## src/hw/rtl/dawc_pkg.sv

```systemverilog
// ----------------------------------------------------------------------------
// dawc_pkg
// Shared types, constants and codes for the distinct address window counter.
// ----------------------------------------------------------------------------
`default_nettype none

package dawc_pkg;

    localparam int ADDR_W      = 48;
    localparam int TIME_W      = 32;
    localparam int WIN_W       = 16;
    localparam int THR_W       = 8;
    localparam int COUNT_W     = 6;
    localparam int LEVEL_W     = 2;
    localparam int ENTRIES_DEF = 32;
    localparam int PADDR_W     = 4;
    localparam int PDATA_W     = 32;

    localparam logic [COUNT_W-1:0] COUNT_MAX = '1;

    // flag levels
    localparam logic [LEVEL_W-1:0] LVL_NONE     = 2'd0;
    localparam logic [LEVEL_W-1:0] LVL_ELEVATED = 2'd1;
    localparam logic [LEVEL_W-1:0] LVL_SPAM     = 2'd2;

    // register indexes
    localparam logic [1:0] REG_WINDOW   = 2'd0;
    localparam logic [1:0] REG_ELEVATED = 2'd1;
    localparam logic [1:0] REG_SPAM     = 2'd2;

    // item kinds
    localparam logic ACT_ADVERT = 1'b0;
    localparam logic ACT_TICK   = 1'b1;

    typedef struct packed {
        logic              action;
        logic [ADDR_W-1:0] address;
        logic [TIME_W-1:0] time_sec;
        logic              pattern_match;
    } t_in_word;

    typedef struct packed {
        logic [LEVEL_W-1:0] level;
        logic [COUNT_W-1:0] distinct_count;
    } t_out_word;

    typedef struct packed {
        logic [WIN_W-1:0] window_seconds;
        logic [THR_W-1:0] elevated_threshold;
        logic [THR_W-1:0] spam_threshold;
    } t_cfg;

    typedef struct packed {
        logic accept;
        logic start_scan;
        logic scan_search;
        logic write_slot;
        logic load_result;
    } t_ctl_cmd;

    typedef struct packed {
        logic scan_done;
        logic is_tick;
        logic is_match;
        logic out_free;
    } t_dp_status;

    typedef enum logic [2:0] {
        ST_IDLE,
        ST_START,
        ST_SEARCH,
        ST_WRITE,
        ST_COUNT,
        ST_DONE
    } t_state;

endpackage

`default_nettype wire

```

## src/hw/rtl/dawc_ram.sv

```systemverilog
// ----------------------------------------------------------------------------
// dawc_ram
// Generic single write port, single read port RAM with registered read.
// ----------------------------------------------------------------------------
`default_nettype none

module dawc_ram #(
    parameter int WIDTH = 8,
    parameter int DEPTH = 32
) (
    input  wire logic                     i_clk,
    input  wire logic                     i_we,
    input  wire logic [$clog2(DEPTH)-1:0] i_waddr,
    input  wire logic [WIDTH-1:0]         i_wdata,
    input  wire logic [$clog2(DEPTH)-1:0] i_raddr,
    output logic      [WIDTH-1:0]         o_rdata
);

    logic [WIDTH-1:0] r_mem [DEPTH];

    // write port and registered read
    always_ff @(posedge i_clk) begin
        if (i_we) begin
            r_mem[i_waddr] <= i_wdata;
        end
        o_rdata <= r_mem[i_raddr];
    end

endmodule

`default_nettype wire

```

## src/hw/rtl/dawc_ctrl.sv

```systemverilog
// ----------------------------------------------------------------------------
// dawc_ctrl
// Sequencer: accept, search scan, slot write, count scan, result hand-off.
// ----------------------------------------------------------------------------
`default_nettype none

module dawc_ctrl (
    input  wire logic                  i_clk,
    input  wire logic                  i_rst_n,
    input  wire logic                  i_in_valid,
    output logic                       o_in_ready,
    input  wire dawc_pkg::t_dp_status  i_status,
    output dawc_pkg::t_ctl_cmd         o_cmd
);
    import dawc_pkg::*;

    t_state r_state, n_state;

    // state register
    always_ff @(posedge i_clk) begin
        if (!i_rst_n) begin
            r_state <= ST_IDLE;
        end else begin
            r_state <= n_state;
        end
    end

    // next state and commands
    always_comb begin
        n_state    = r_state;
        o_cmd      = '0;
        o_in_ready = 1'b0;
        unique case (r_state)
            ST_IDLE: begin
                o_in_ready = 1'b1;
                if (i_in_valid) begin
                    o_cmd.accept = 1'b1;
                    n_state      = ST_START;
                end
            end
            ST_START: begin
                o_cmd.start_scan = 1'b1;
                if (!i_status.is_tick && i_status.is_match) begin
                    o_cmd.scan_search = 1'b1;
                    n_state           = ST_SEARCH;
                end else begin
                    n_state = ST_COUNT;
                end
            end
            ST_SEARCH: begin
                if (i_status.scan_done) begin
                    n_state = ST_WRITE;
                end
            end
            ST_WRITE: begin
                // slot write and count scan launch share this cycle
                o_cmd.write_slot = 1'b1;
                o_cmd.start_scan = 1'b1;
                n_state          = ST_COUNT;
            end
            ST_COUNT: begin
                if (i_status.scan_done) begin
                    n_state = ST_DONE;
                end
            end
            ST_DONE: begin
                if (i_status.out_free) begin
                    o_cmd.load_result = 1'b1;
                    n_state           = ST_IDLE;
                end
            end
            default: n_state = ST_IDLE;
        endcase
    end

endmodule

`default_nettype wire

```

## src/hw/rtl/dawc_datapath.sv

```systemverilog
// ----------------------------------------------------------------------------
// dawc_datapath
// Slot table, clock, scan pipeline, search trackers, counter and result word.
// ----------------------------------------------------------------------------
`default_nettype none

module dawc_datapath #(
    parameter int ENTRIES = dawc_pkg::ENTRIES_DEF
) (
    input  wire logic                 i_clk,
    input  wire logic                 i_rst_n,
    input  wire dawc_pkg::t_in_word   i_in_word,
    input  wire dawc_pkg::t_cfg       i_cfg,
    input  wire dawc_pkg::t_ctl_cmd   i_cmd,
    output dawc_pkg::t_dp_status      o_status,
    output logic                      o_out_valid,
    input  wire logic                 i_out_ready,
    output dawc_pkg::t_out_word       o_out_word
);
    import dawc_pkg::*;

    localparam int IDX_W = $clog2(ENTRIES);
    localparam int ENT_W = ADDR_W + TIME_W;
    localparam logic [IDX_W-1:0] LAST = IDX_W'(ENTRIES - 1);

    t_in_word          r_item;
    logic [TIME_W-1:0] r_clock;
    logic [ENTRIES-1:0] r_used;

    // scan pipeline
    logic              r_search;
    logic              r_rd_act;
    logic [IDX_W-1:0]  r_rd_idx;
    logic              r_pv;
    logic [IDX_W-1:0]  r_pidx;

    // search trackers
    logic              r_hit_found;
    logic [IDX_W-1:0]  r_hit_idx;
    logic [TIME_W-1:0] r_hit_seen;
    logic              r_free_found;
    logic [IDX_W-1:0]  r_free_idx;
    logic [IDX_W-1:0]  r_old_idx;
    logic [TIME_W-1:0] r_old_seen;
    logic [COUNT_W-1:0] r_count;

    logic [ENT_W-1:0]  ram_rdata;
    logic [ADDR_W-1:0] ent_addr;
    logic [TIME_W-1:0] ent_seen;
    logic [TIME_W-1:0] ref_time;
    logic              ent_used;
    logic              win_ok;
    logic              wr_en;
    logic [IDX_W-1:0]  wr_idx;
    logic [TIME_W-1:0] wr_time;
    logic [LEVEL_W-1:0] level;

    dawc_ram #(
        .WIDTH (ENT_W),
        .DEPTH (ENTRIES)
    ) u_slot_ram (
        .i_clk   (i_clk),
        .i_we    (wr_en),
        .i_waddr (wr_idx),
        .i_wdata ({r_item.address, wr_time}),
        .i_raddr (r_rd_idx),
        .o_rdata (ram_rdata)
    );

    // window test of the entry coming out of the ram
    always_comb begin
        ent_addr = ram_rdata[TIME_W +: ADDR_W];
        ent_seen = ram_rdata[TIME_W-1:0];
        ent_used = r_used[r_pidx];
        ref_time = r_search ? r_item.time_sec : r_clock;
        win_ok   = (ent_seen <= ref_time) &&
                   ((ref_time - ent_seen) < {{(TIME_W-WIN_W){1'b0}}, i_cfg.window_seconds});
    end

    // slot choice: known address, else first reclaimable, else oldest
    always_comb begin
        wr_en   = i_cmd.write_slot;
        wr_idx  = r_hit_found ? r_hit_idx : (r_free_found ? r_free_idx : r_old_idx);
        wr_time = r_item.time_sec;
        if (r_hit_found && (r_item.time_sec < r_hit_seen)) begin
            wr_time = r_hit_seen;
        end
    end

    // flag level, spam tested first
    always_comb begin
        if ({{(THR_W-COUNT_W){1'b0}}, r_count} >= i_cfg.spam_threshold) begin
            level = LVL_SPAM;
        end else if ({{(THR_W-COUNT_W){1'b0}}, r_count} >= i_cfg.elevated_threshold) begin
            level = LVL_ELEVATED;
        end else begin
            level = LVL_NONE;
        end
    end

    always_comb begin
        o_status.scan_done = r_pv && (r_pidx == LAST);
        o_status.is_tick   = (r_item.action == ACT_TICK);
        o_status.is_match  = r_item.pattern_match;
        o_status.out_free  = !o_out_valid || i_out_ready;
    end

    // control registers
    always_ff @(posedge i_clk) begin
        if (!i_rst_n) begin
            r_clock     <= '0;
            r_used      <= '0;
            r_rd_act    <= 1'b0;
            r_pv        <= 1'b0;
            o_out_valid <= 1'b0;
        end else begin
            // clock moves forward on ticks and matching adverts
            if (i_cmd.accept && (i_in_word.action == ACT_TICK || i_in_word.pattern_match)
                && (i_in_word.time_sec >= r_clock)) begin
                r_clock <= i_in_word.time_sec;
            end
            // read issue
            if (i_cmd.start_scan) begin
                r_rd_act <= 1'b1;
            end else if (r_rd_act && (r_rd_idx == LAST)) begin
                r_rd_act <= 1'b0;
            end
            r_pv <= r_rd_act;
            // slot allocation and tick ageing
            if (wr_en) begin
                r_used[wr_idx] <= 1'b1;
            end
            if (r_pv && !r_search && (r_item.action == ACT_TICK) && ent_used && !win_ok) begin
                r_used[r_pidx] <= 1'b0;
            end
            // result word
            if (i_cmd.load_result) begin
                o_out_valid <= 1'b1;
            end else if (i_out_ready) begin
                o_out_valid <= 1'b0;
            end
        end
    end

    // payload registers
    always_ff @(posedge i_clk) begin
        if (i_cmd.accept) begin
            r_item <= i_in_word;
        end
        if (i_cmd.start_scan) begin
            r_search     <= i_cmd.scan_search;
            r_rd_idx     <= '0;
            r_hit_found  <= 1'b0;
            r_free_found <= 1'b0;
            r_count      <= '0;
        end else if (r_rd_act && (r_rd_idx != LAST)) begin
            r_rd_idx <= r_rd_idx + 1'b1;
        end
        r_pidx <= r_rd_idx;
        if (r_pv && r_search) begin
            if (!r_hit_found && ent_used && (ent_addr == r_item.address)) begin
                r_hit_found <= 1'b1;
                r_hit_idx   <= r_pidx;
                r_hit_seen  <= ent_seen;
            end
            if (!r_free_found && (!ent_used || !win_ok)) begin
                r_free_found <= 1'b1;
                r_free_idx   <= r_pidx;
            end
            if ((r_pidx == '0) || (ent_seen < r_old_seen)) begin
                r_old_idx  <= r_pidx;
                r_old_seen <= ent_seen;
            end
        end
        // live count, saturating
        if (r_pv && !r_search && ent_used && win_ok && (r_count != COUNT_MAX)) begin
            r_count <= r_count + 1'b1;
        end
        if (i_cmd.load_result) begin
            o_out_word.level          <= level;
            o_out_word.distinct_count <= r_count;
        end
    end

endmodule

`default_nettype wire

```

## src/hw/rtl/distinct_address_window_counter_unit.sv

```systemverilog
// ----------------------------------------------------------------------------
// distinct_address_window_counter_unit
// Counts distinct advertiser addresses seen within a sliding time window.
// ----------------------------------------------------------------------------
//  channel   direction  handshake                      payload
//  in        input      i_in_valid / o_in_ready        i_in_word  (t_in_word)
//  out       output     o_out_valid / i_out_ready      o_out_word (t_out_word)
//  config    input      psel penable pwrite pready     paddr pwdata prdata
//
//  A matching advert runs a search scan, a slot write and a count scan, each
//  scan through the single read port of the slot ram; ticks and unmarked
//  adverts run the count scan only. One item at a time; the result word waits in
//  its own register, and the next item is taken while it waits.
//  Reset is synchronous and needs no clearing pass: slot used bits are flops.
//  A stalled output holds the finished item in its last state until taken.
// ----------------------------------------------------------------------------
`default_nettype none

module distinct_address_window_counter_unit #(
    parameter int ENTRIES = dawc_pkg::ENTRIES_DEF
) (
    input  wire logic                          i_clk,
    input  wire logic                          i_rst_n,
    input  wire logic                          i_in_valid,
    output logic                               o_in_ready,
    input  wire dawc_pkg::t_in_word            i_in_word,
    output logic                               o_out_valid,
    input  wire logic                          i_out_ready,
    output dawc_pkg::t_out_word                o_out_word,
    input  wire logic                          psel,
    input  wire logic                          penable,
    input  wire logic                          pwrite,
    input  wire logic [dawc_pkg::PADDR_W-1:0]  paddr,
    input  wire logic [dawc_pkg::PDATA_W-1:0]  pwdata,
    output logic      [dawc_pkg::PDATA_W-1:0]  prdata,
    output logic                               pready
);
    import dawc_pkg::*;

    t_cfg       r_cfg;
    t_ctl_cmd   cmd;
    t_dp_status status;
    logic [1:0] reg_idx;

    assign pready  = 1'b1;
    assign reg_idx = paddr[3:2];

    // register writes
    always_ff @(posedge i_clk) begin
        if (!i_rst_n) begin
            r_cfg.window_seconds     <= 16'd60;
            r_cfg.elevated_threshold <= 8'd4;
            r_cfg.spam_threshold     <= 8'd8;
        end else if (psel && penable && pwrite) begin
            unique case (reg_idx)
                REG_WINDOW:   r_cfg.window_seconds     <= pwdata[WIN_W-1:0];
                REG_ELEVATED: r_cfg.elevated_threshold <= pwdata[THR_W-1:0];
                REG_SPAM:     r_cfg.spam_threshold     <= pwdata[THR_W-1:0];
                default: ;
            endcase
        end
    end

    // register reads
    always_comb begin
        unique case (reg_idx)
            REG_WINDOW:   prdata = {{(PDATA_W-WIN_W){1'b0}}, r_cfg.window_seconds};
            REG_ELEVATED: prdata = {{(PDATA_W-THR_W){1'b0}}, r_cfg.elevated_threshold};
            REG_SPAM:     prdata = {{(PDATA_W-THR_W){1'b0}}, r_cfg.spam_threshold};
            default:      prdata = '0;
        endcase
    end

    dawc_ctrl u_ctrl (
        .i_clk      (i_clk),
        .i_rst_n    (i_rst_n),
        .i_in_valid (i_in_valid),
        .o_in_ready (o_in_ready),
        .i_status   (status),
        .o_cmd      (cmd)
    );

    dawc_datapath #(
        .ENTRIES (ENTRIES)
    ) u_datapath (
        .i_clk       (i_clk),
        .i_rst_n     (i_rst_n),
        .i_in_word   (i_in_word),
        .i_cfg       (r_cfg),
        .i_cmd       (cmd),
        .o_status    (status),
        .o_out_valid (o_out_valid),
        .i_out_ready (i_out_ready),
        .o_out_word  (o_out_word)
    );

endmodule

`default_nettype wire

```

## config.mk

```make
export PLATFORM = sky130hd
export DESIGN_NAME = distinct_address_window_counter_unit
export DESIGN_NICKNAME = d
export VERILOG_FILES = /design/src/hw/rtl/dawc_pkg.sv /design/src/hw/rtl/dawc_ram.sv /design/src/hw/rtl/dawc_ctrl.sv /design/src/hw/rtl/dawc_datapath.sv /design/src/hw/rtl/distinct_address_window_counter_unit.sv
export SDC_FILE = /design/constraint.sdc
export NUM_CORES = 2
export LEC_CHECK = 0
export ABC_CLOCK_PERIOD_IN_PS = 7150
export BUFFER_PORTS_ARGS = -buffer_cell sky130_fd_sc_hd__buf_2
export CAP_MARGIN = 20
export CORE_MARGIN = 1
export CORE_UTILIZATION = 60
export CTS_BUF_LIST = sky130_fd_sc_hd__clkbuf_16
export DETAILED_ROUTE_END_ITERATION = 7
export HOLD_SLACK_MARGIN = 0.08
export PLACE_DENSITY = 0.76
export REMOVE_ABC_BUFFERS = 1
export SLEW_MARGIN = 10
export SYNTH_ARGS = -nofsm -noshare
export SYNTH_HDL_FRONTEND = slang
export SYNTH_SLANG_ARGS = --single-unit
```

## constraint.sdc

```tcl
create_clock -name i_clk -period 7.15 [get_ports i_clk]
set_input_delay 1.0725 -clock i_clk [delete_from_list [all_inputs] [get_ports i_clk]]
set_output_delay 1.0725 -clock i_clk [all_outputs]
set_load 0.01 [all_outputs]
```

; Word level (Yosys, flattened, before mapping)
; Memories as Yosys holds them, arrays and structs flattened. A register that Yosys moved wholly into a read port is not among the register bits.
; Cells that the tools add are included.
; Widths: inputs -> output; s select.
[totals]
latchBits = 0
reg_bits = 290
out_inout_bits = 43
wordCells = 151
ram_bits = 2560
memories = 1
romBits = 0
inputBits = 125
[classes]
order_cmp = 11
n_bitwise = 3
div = 0
eq_ne = 16
n_addsub = 3
n_mul = 0
reduce_logical = 48
n_shift = 0
n_mux = 43
[memory_table]
columns = memory, depth, width, read_ports, rd_clocked_by_memory_dff, write_ports, line_no
row1 = u_datapath.u_slot_ram.r_mem, 32, 80, 1, 1, 1, dawc_ram.sv:19  ; logic [WIDTH-1:0] r_mem [DEPTH];
[op_table]
columns = op, count
row1 = $mux 32, 5
row2 = $lt 32x32->1, 2
row3 = $eq 48x48->1, 1
row4 = $pmux 16 s3, 1
row5 = $and 32x32->32, 1
row6 = $ge 32x32->1, 1
row7 = $le 32x32->1, 1
row8 = $lt 32x16->1, 1
row9 = $not 32->32, 1
row10 = $or 32x32->32, 1
row11 = $sub 32x32->32, 1
row12 = $mux 1, 24
row13 = $logic_and 1x1->1, 23
row14 = $pmux 3 s6, 1
row15 = $ge 6x8->1, 2
row16 = $mux 3, 5
row17 = $lt 5x6->1 const B, 2
row18 = $mux 6, 2
row19 = $reduce_and 2->1, 6
row20 = $demux 1 s5, 2
row21 = $eq 5x5->1 const B, 2
row22 = $ge 5x1->1 const B, 2
row23 = $mux 5, 2
row24 = $ne 2x2->1 const B, 4
row25 = 18 further kinds, 31

; Depth between registers and ports, before layout
[depth]
word_depth = 11
depth_mapped = 25
mapped_depth_nobuf = 22

; Cells and area by module
; Synthesis repeated with hierarchy kept, for this count alone.
[hier_totals]
cells_unflattened = 6444
hier_area_um2 = 116091.3
[modules_own_cells]
columns = module, cells_each, n_inst, area_each_um2, seq_area_each_um2
row1 = dawc_ram, 4682, 1, 98889.8, 78475.3
row2 = dawc_datapath, 1555, 1, 15348.5, 6866.6
row3 = distinct_address_window_counter_unit, 185, 1, 1651.6, 640.6
row4 = dawc_ctrl, 22, 1, 201.4, 60.1

; Worst setup path before layout
; No wires, ideal clock.
[synth_path]
kind = reg-to-reg
startpoint = register u_datapath.r_item[42] (netlist bit)
endpoint = register u_datapath.r_hit_idx[0], enable pin
arrival_time_ns = 5.422
path_slack_ns = 1.187
path_buffers = 0
stages_incl_launch_ff = 5
synth_period_minus_slack_ns = 5.963
required_ns = 6.610
setup_time_ns = 0.540
cell_sequence = edfxtp_1 -> xnor2_1 -> nand4_1 -> or4_1 -> nor4b_1
[synth_between]
elab_chain_cells = 3
[synth_rtl]
columns = item, line_no
row1 = "start, declared", dawc_datapath.sv:26  ; t_in_word r_item;
row2 = "start signal, assigned", dawc_datapath.sv:148  ; r_item <= i_in_word;
row3 = $eq 48x48->1, dawc_datapath.sv:161  ; if (!r_hit_found && ent_used && (ent_addr == r_item.address)) begin
row4 = $logic_and 1x1->1, dawc_datapath.sv:161
row5 = $reduce_and 2->1 (no source line), -
row6 = "end signal, assigned", dawc_datapath.sv:163  ; r_hit_idx <= r_pidx;
row7 = "end, declared", dawc_datapath.sv:39  ; logic [IDX_W-1:0] r_hit_idx;
; Every way passes these cells.
; A chain may end at the register's enable or synchronous reset.

; Worst setup path after layout
[layout_path]
startpoint = register u_datapath.r_search
endpoint = register u_datapath.r_count[4], enable pin
[layout_between]
elab_chain_cells = 7
word_cells_on_any_way = 11
classes_between = add/sub (1) / order compare (2) / mux (1) / reduce/logical (7)
[layout_rtl]
columns = item, line_no
row1 = "start, declared", dawc_datapath.sv:31  ; logic r_search;
row2 = "start signal, assigned", dawc_datapath.sv:151  ; r_search <= i_cmd.scan_search;
row3 = $mux 32, dawc_datapath.sv:75  ; ref_time = r_search ? r_item.time_sec : r_clock;
row4 = $sub 32x32->32, dawc_datapath.sv:77  ; ((ref_time - ent_seen) < {{(TIME_W-WIN_W){1'b0}}, i_cfg.window_seconds});
row5 = $lt 32x16->1, dawc_datapath.sv:77
row6 = $logic_and 1x1->1, dawc_datapath.sv:76  ; win_ok = (ent_seen <= ref_time) &&
row7 = $logic_and 1x1->1 * (2 in series), dawc_datapath.sv:176  ; if (r_pv && !r_search && ent_used && win_ok && (r_count != COUNT_MAX)) begin
row8 = $reduce_bool 2->1 (no source line) *, -
row9 = "end signal, assigned", dawc_datapath.sv:177  ; r_count <= r_count + 1'b1;
row10 = "end, declared", dawc_datapath.sv:45  ; logic [COUNT_W-1:0] r_count;
; Every way passes the cells marked *; elsewhere a longest branch is shown, timed or not.

==> load_flow_metrics.sql <==
INSERT INTO impl_metrics (metric_group, metric, value, unit) VALUES
('floorplanning', 'floorplan.die_area', '0.194', 'mm²'),
('critical_path', 'cp_data_required_time', '7.70', 'ns'),
('timing', 'finalClockSkew', '0.0449', 'ns'),
('floorplanning', 'initial_utilization', '60.5', '%'),
('logic_synthesis', 'synth_top_cell_by_area', 'edfxtp_1', ''),
('power_and_ir_drop', 'clk_pwr_share', '33.3', '%'),
('critical_path', 'timing.critical_path.slowest_cell_delay', '0.49', 'ns'),
('clock_network', 'cts_buffers', '301', ''),
('critical_path', 'crit_path_end', 'u_datapath.r_count[4]', ''),
('routing', 'final_routed_drc_violation_total', '0', ''),
('critical_path', 'worst_ep_arrival_time', '6.04', 'ns'),
('clock_network', 'post-cts-setup-buffers', '0', ''),
('global_route', 'grt_pass1_vias', '57700', ''),
('place', 'place_area', '0.120', 'mm²'),
('power_and_ir_drop', 'static-leakage-power', '41.1', 'nW'),
('layout', 'fillCellCount', '11500', ''),
('timing', 'final-max-slew-violation-count', '0', ''),
('layout', 'non_filler_cell_area_final', '0.129', 'mm²'),
('layout', 'area_delta_synth_final', '11.9', '%'),
('critical_path', 'ff2ff_path_depth', '20', ''),
('logic_synthesis', 'yosysWarnings', '0', ''),
('place', 'placed_cells', '7967', ''),
('timing', 'timing_worst_slew_pin_value', '1.14', 'ns'),
('global_route', 'first_pass_grt_wire_length', '399000', 'µm'),
('critical_path', 'r2r_setup_slack', '1.66', 'ns'),
('timing', 'min_period_over_period', '76.8', '%'),
('worst_hold_path', 'hold_path_class', 'in -> reg', ''),
('critical_path', 'critPathLaunch', 'u_datapath.r_search', ''),
('global_route', 'total_routing_usage_reported_by_global_routing', '29.3', '%'),
('logic_synthesis', 'postSynthCellCount', '5476', ''),
('global_route', 'number_of_antenna_violations_at_the_first_check_in_global_routing', '31', ''),
('routing', 'drtPass1Iterations', '8', ''),
('routing', 'drt-vias-per-instance', '6.72', ''),
('timing', 'grt_setup_unrepaired', 'no', ''),
('job', 'cap_violations', '0', ''),
('outcome', 'outcome', 'complete, no violations', ''),
('power_and_ir_drop', 'combPwrFrac', '19.7', '%'),
('critical_path', 'cp-end-kind', 'flop', ''),
('clock_network', 'cts.reportedPaths.clkPinSlew', '0.06', 'ns'),
('place', 'place.gp.congestion', '0.931', ''),
('critical_path', 'worst_setup_path_category', 'reg -> reg', ''),
('power_and_ir_drop', 'power.total', '0.0448', 'W'),
('critical_path', 'crit_path_cell_trace', 'buf_4 -> mux2i_1 -> ha_1 -> fa_1 -> nor2b_1 -> o2111a_1 -> o21ai_1 -> nand3_1 -> a21o_1 -> a21oi_1 -> xnor2_1 -> ha_1 -> a21oi_1 -> nand2_1 -> a211oi_1 -> and4b_1 -> o2111ai_1 -> a2111oi_1 -> nand3_1 -> o21ai_1', ''),
('power_and_ir_drop', 'max-vdd-ir-drop', '0.305', 'mV'),
('power_and_ir_drop', 'power.switching', '0.0118', 'W'),
('critical_path', 'worstReg2RegEnd', 'u_datapath.r_count[4]', ''),
('logic_synthesis', 'syn-cell-area', '0.115', 'mm²'),
('floorplanning', 'die_span_in_y', '440', 'µm'),
('routing', 'wl', '281000', 'µm'),
('floorplanning', 'die_x', '440', 'µm'),
('floorplanning', 'coreArea', '0.191', 'mm²'),
('timing', 'layout_min_cycle_time', '5.49', 'ns'),
('logic_synthesis', 'ys_types', '70', ''),
('logic_synthesis', 'synth.avg_cell_area', '21.1', 'µm²'),
('logic_synthesis', 'ys_ff_latch', '2930', ''),
('logic_synthesis', 'register_area_share_after_synthesis', '74.6', '%'),
('clock_network', 'largest_buffer_count_on_any_clock_path', '4', ''),
('layout', 'final_cell_count_no_fill', '8508', ''),
('logic_synthesis', 'yosys_most_used_dff', 'edfxtp_1', ''),
('floorplanning', 'rows', '160', ''),
('power_and_ir_drop', 'cellPowerDensity', '348', 'mW/mm²'),
('logic_synthesis', 'yosysMostFrequentCell', 'edfxtp_1', ''),
('routing', 'postRouteAntennaNets', '0', ''),
('logic_synthesis', 'post_synth_main_area_contributors', 'edfxtp_1 (71%), mux4_2 (16%), dfxtp_1 (3.4%)', ''),
('power_and_ir_drop', 'p_seq_share', '47.0', '%'),
('power_and_ir_drop', 'power.switching_fraction', '26.4', '%'),
('clock_network', 'htree_num_levels', '5', ''),
('clock_network', 'clock_tree.root_cell', 'clkbuf_16', ''),
('timing', 'report.final.hold_viol_count', '0', ''),
('layout', 'finish.net_count', '6042', ''),
('logic_synthesis', 'netlist_top_cells_count', 'edfxtp_1 (2736), mux4_2 (808), clkbuf_1 (220), dfxtp_1 (194), nand2_1 (191)', '');
## layout by cell type (no fill, tap or decap), types with 13 or more instances in the layout
cell type / netlist / layout
buf_12: 0 / 37
mux2i_1: 62 / 62
a21boi_0: 14 / 14
conb_1: 2 / 17
inv_1: 167 / 251
nand2b_1: 17 / 17
mux4_2: 808 / 808
clkinv_2: 0 / 38
o21ai_0: 105 / 105
clkinv_1: 1 / 52
dfxtp_1: 194 / 189
nor2_1: 91 / 59
xor2_1: 36 / 36
nor2_4: 0 / 32
diode_2: 0 / 15
o21a_1: 16 / 16
nand3_1: 24 / 24
nor4_1: 13 / 13
a21oi_1: 95 / 94
nand2_1: 191 / 191
buf_4: 17 / 78
clkbuf_16: 0 / 307
nor3_1: 62 / 61
mux2_2: 114 / 114
a21o_1: 54 / 54
nor2b_1: 25 / 25
nand4_1: 37 / 37
buf_2: 7 / 131
xnor2_1: 37 / 37
ha_1: 157 / 157
bufinv_16: 0 / 23
edfxtp_1: 2736 / 2736
## cells by family after synthesis
kind of cell	synth area share [%]
flip-flops	74.6
multiplexers	17.4
AND/OR/NAND/NOR	2.05
buffers and inverters	1.53
AO/OA/AOI/OAI	2.06
adder cells (fa/ha/maj)	1.72
XOR/XNOR	0.555
other	0.00651
## flip-flops by register name, indices dropped and copies added (netlist names), 2 cells and up
name and flops:
u_datapath.u_slot_ram.r_mem 2560, u_datapath.r_item 80, u_datapath.u_slot_ram.o_rdata 80, r_cfg 32
u_datapath.r_clock 32, u_datapath.r_hit_seen 32, u_datapath.r_old_seen 32, u_datapath.r_used 32
u_datapath.o_out_word 8, u_datapath.r_count 6, u_datapath.r_free_idx 5, u_datapath.r_hit_idx 5
u_datapath.r_old_idx 5, u_datapath.r_pidx 5, u_datapath.r_rd_idx 5, u_ctrl.r_state 3
u_datapath.o_status 2
## layer usage
layer | global-route usage (%) | part of all wire [%]
met1 | 40.4 | 38
met2 | 46.5 | 49
met3 | 6.29 | 10
met4 | 11.1 | 3.4
met5 | 0 | 0.011
## power by group through the flow
stage	clock [W]	sequential (W)	combinational, W
CTS	0.0151	0.0210	0.00891
global route	0.0157	0.0211	0.00953
detailed placement	0	0.0214	0.00881
global placement	0	0.0213	0.00867
floorplan	0	0.0214	0.00692
finish	0.0149	0.0211	0.00884
## how the worst min path moves through the flow
stage,slack [ns],endpoint,startpoint,cells after the start
4_1_cts,0.24,u_datapath.r_item[69],i_in_word[69],1
3_3_place_gp,0.43,u_datapath.r_pv,u_datapath.r_rd_act,1
6_report,0.30,u_datapath.r_item[69],i_in_word[69],1
3_5_place_dp,0.43,u_datapath.r_pv,u_datapath.r_rd_act,1
5_1_grt,0.28,u_datapath.r_item[69],i_in_word[69],1
2_1_floorplan,0.42,u_datapath.r_pv,u_datapath.r_rd_act,1
## per-stage QoR
stage / TNS (ns) / setup WS (ns) / hold WS [ns]
6_report: 0 / 1.66 / 0.299
5_1_grt: 0 / 1.28 / 0.276
4_1_cts: 0 / 1.70 / 0.240
3_5_place_dp: 0 / 1.72 / 0.433
3_3_place_gp: 0 / 1.72 / 0.434
2_1_floorplan: -1806.13 / -20.89 / 0.421
## area by class of cell
| cell class | instances | area (µm²) | area share [%] |
|---|---|---|---|
| well taps | 2511 | 3140 | 2.44 |
| clock inverters | 219 | 1600 | 1.24 |
| diodes | 15 | 37.5 | 0.0291 |
| clock buffers | 307 | 7680 | 5.96 |
| repair buffers | 247 | 1990 | 1.55 |
| multi-input cells | 2111 | 27800 | 21.6 |
| flip-flops and latches | 2930 | 86100 | 66.7 |
| inverters | 168 | 631 | 0.489 |
## worst max-delay path, delay by kind of cell, from the launching register on
family,cells,cell delay [ns]
AOI/OAI and AO/OA,9,2.41
xor gates and xnor gates,1,0.14
adders and majority gates,3,0.72
buffers and inverters,1,0.35
DFF,1,0.37
muxes,1,0.24
and+or+nand+nor,5,0.88
Note: power is estimated with default switching activity, not from simulation.
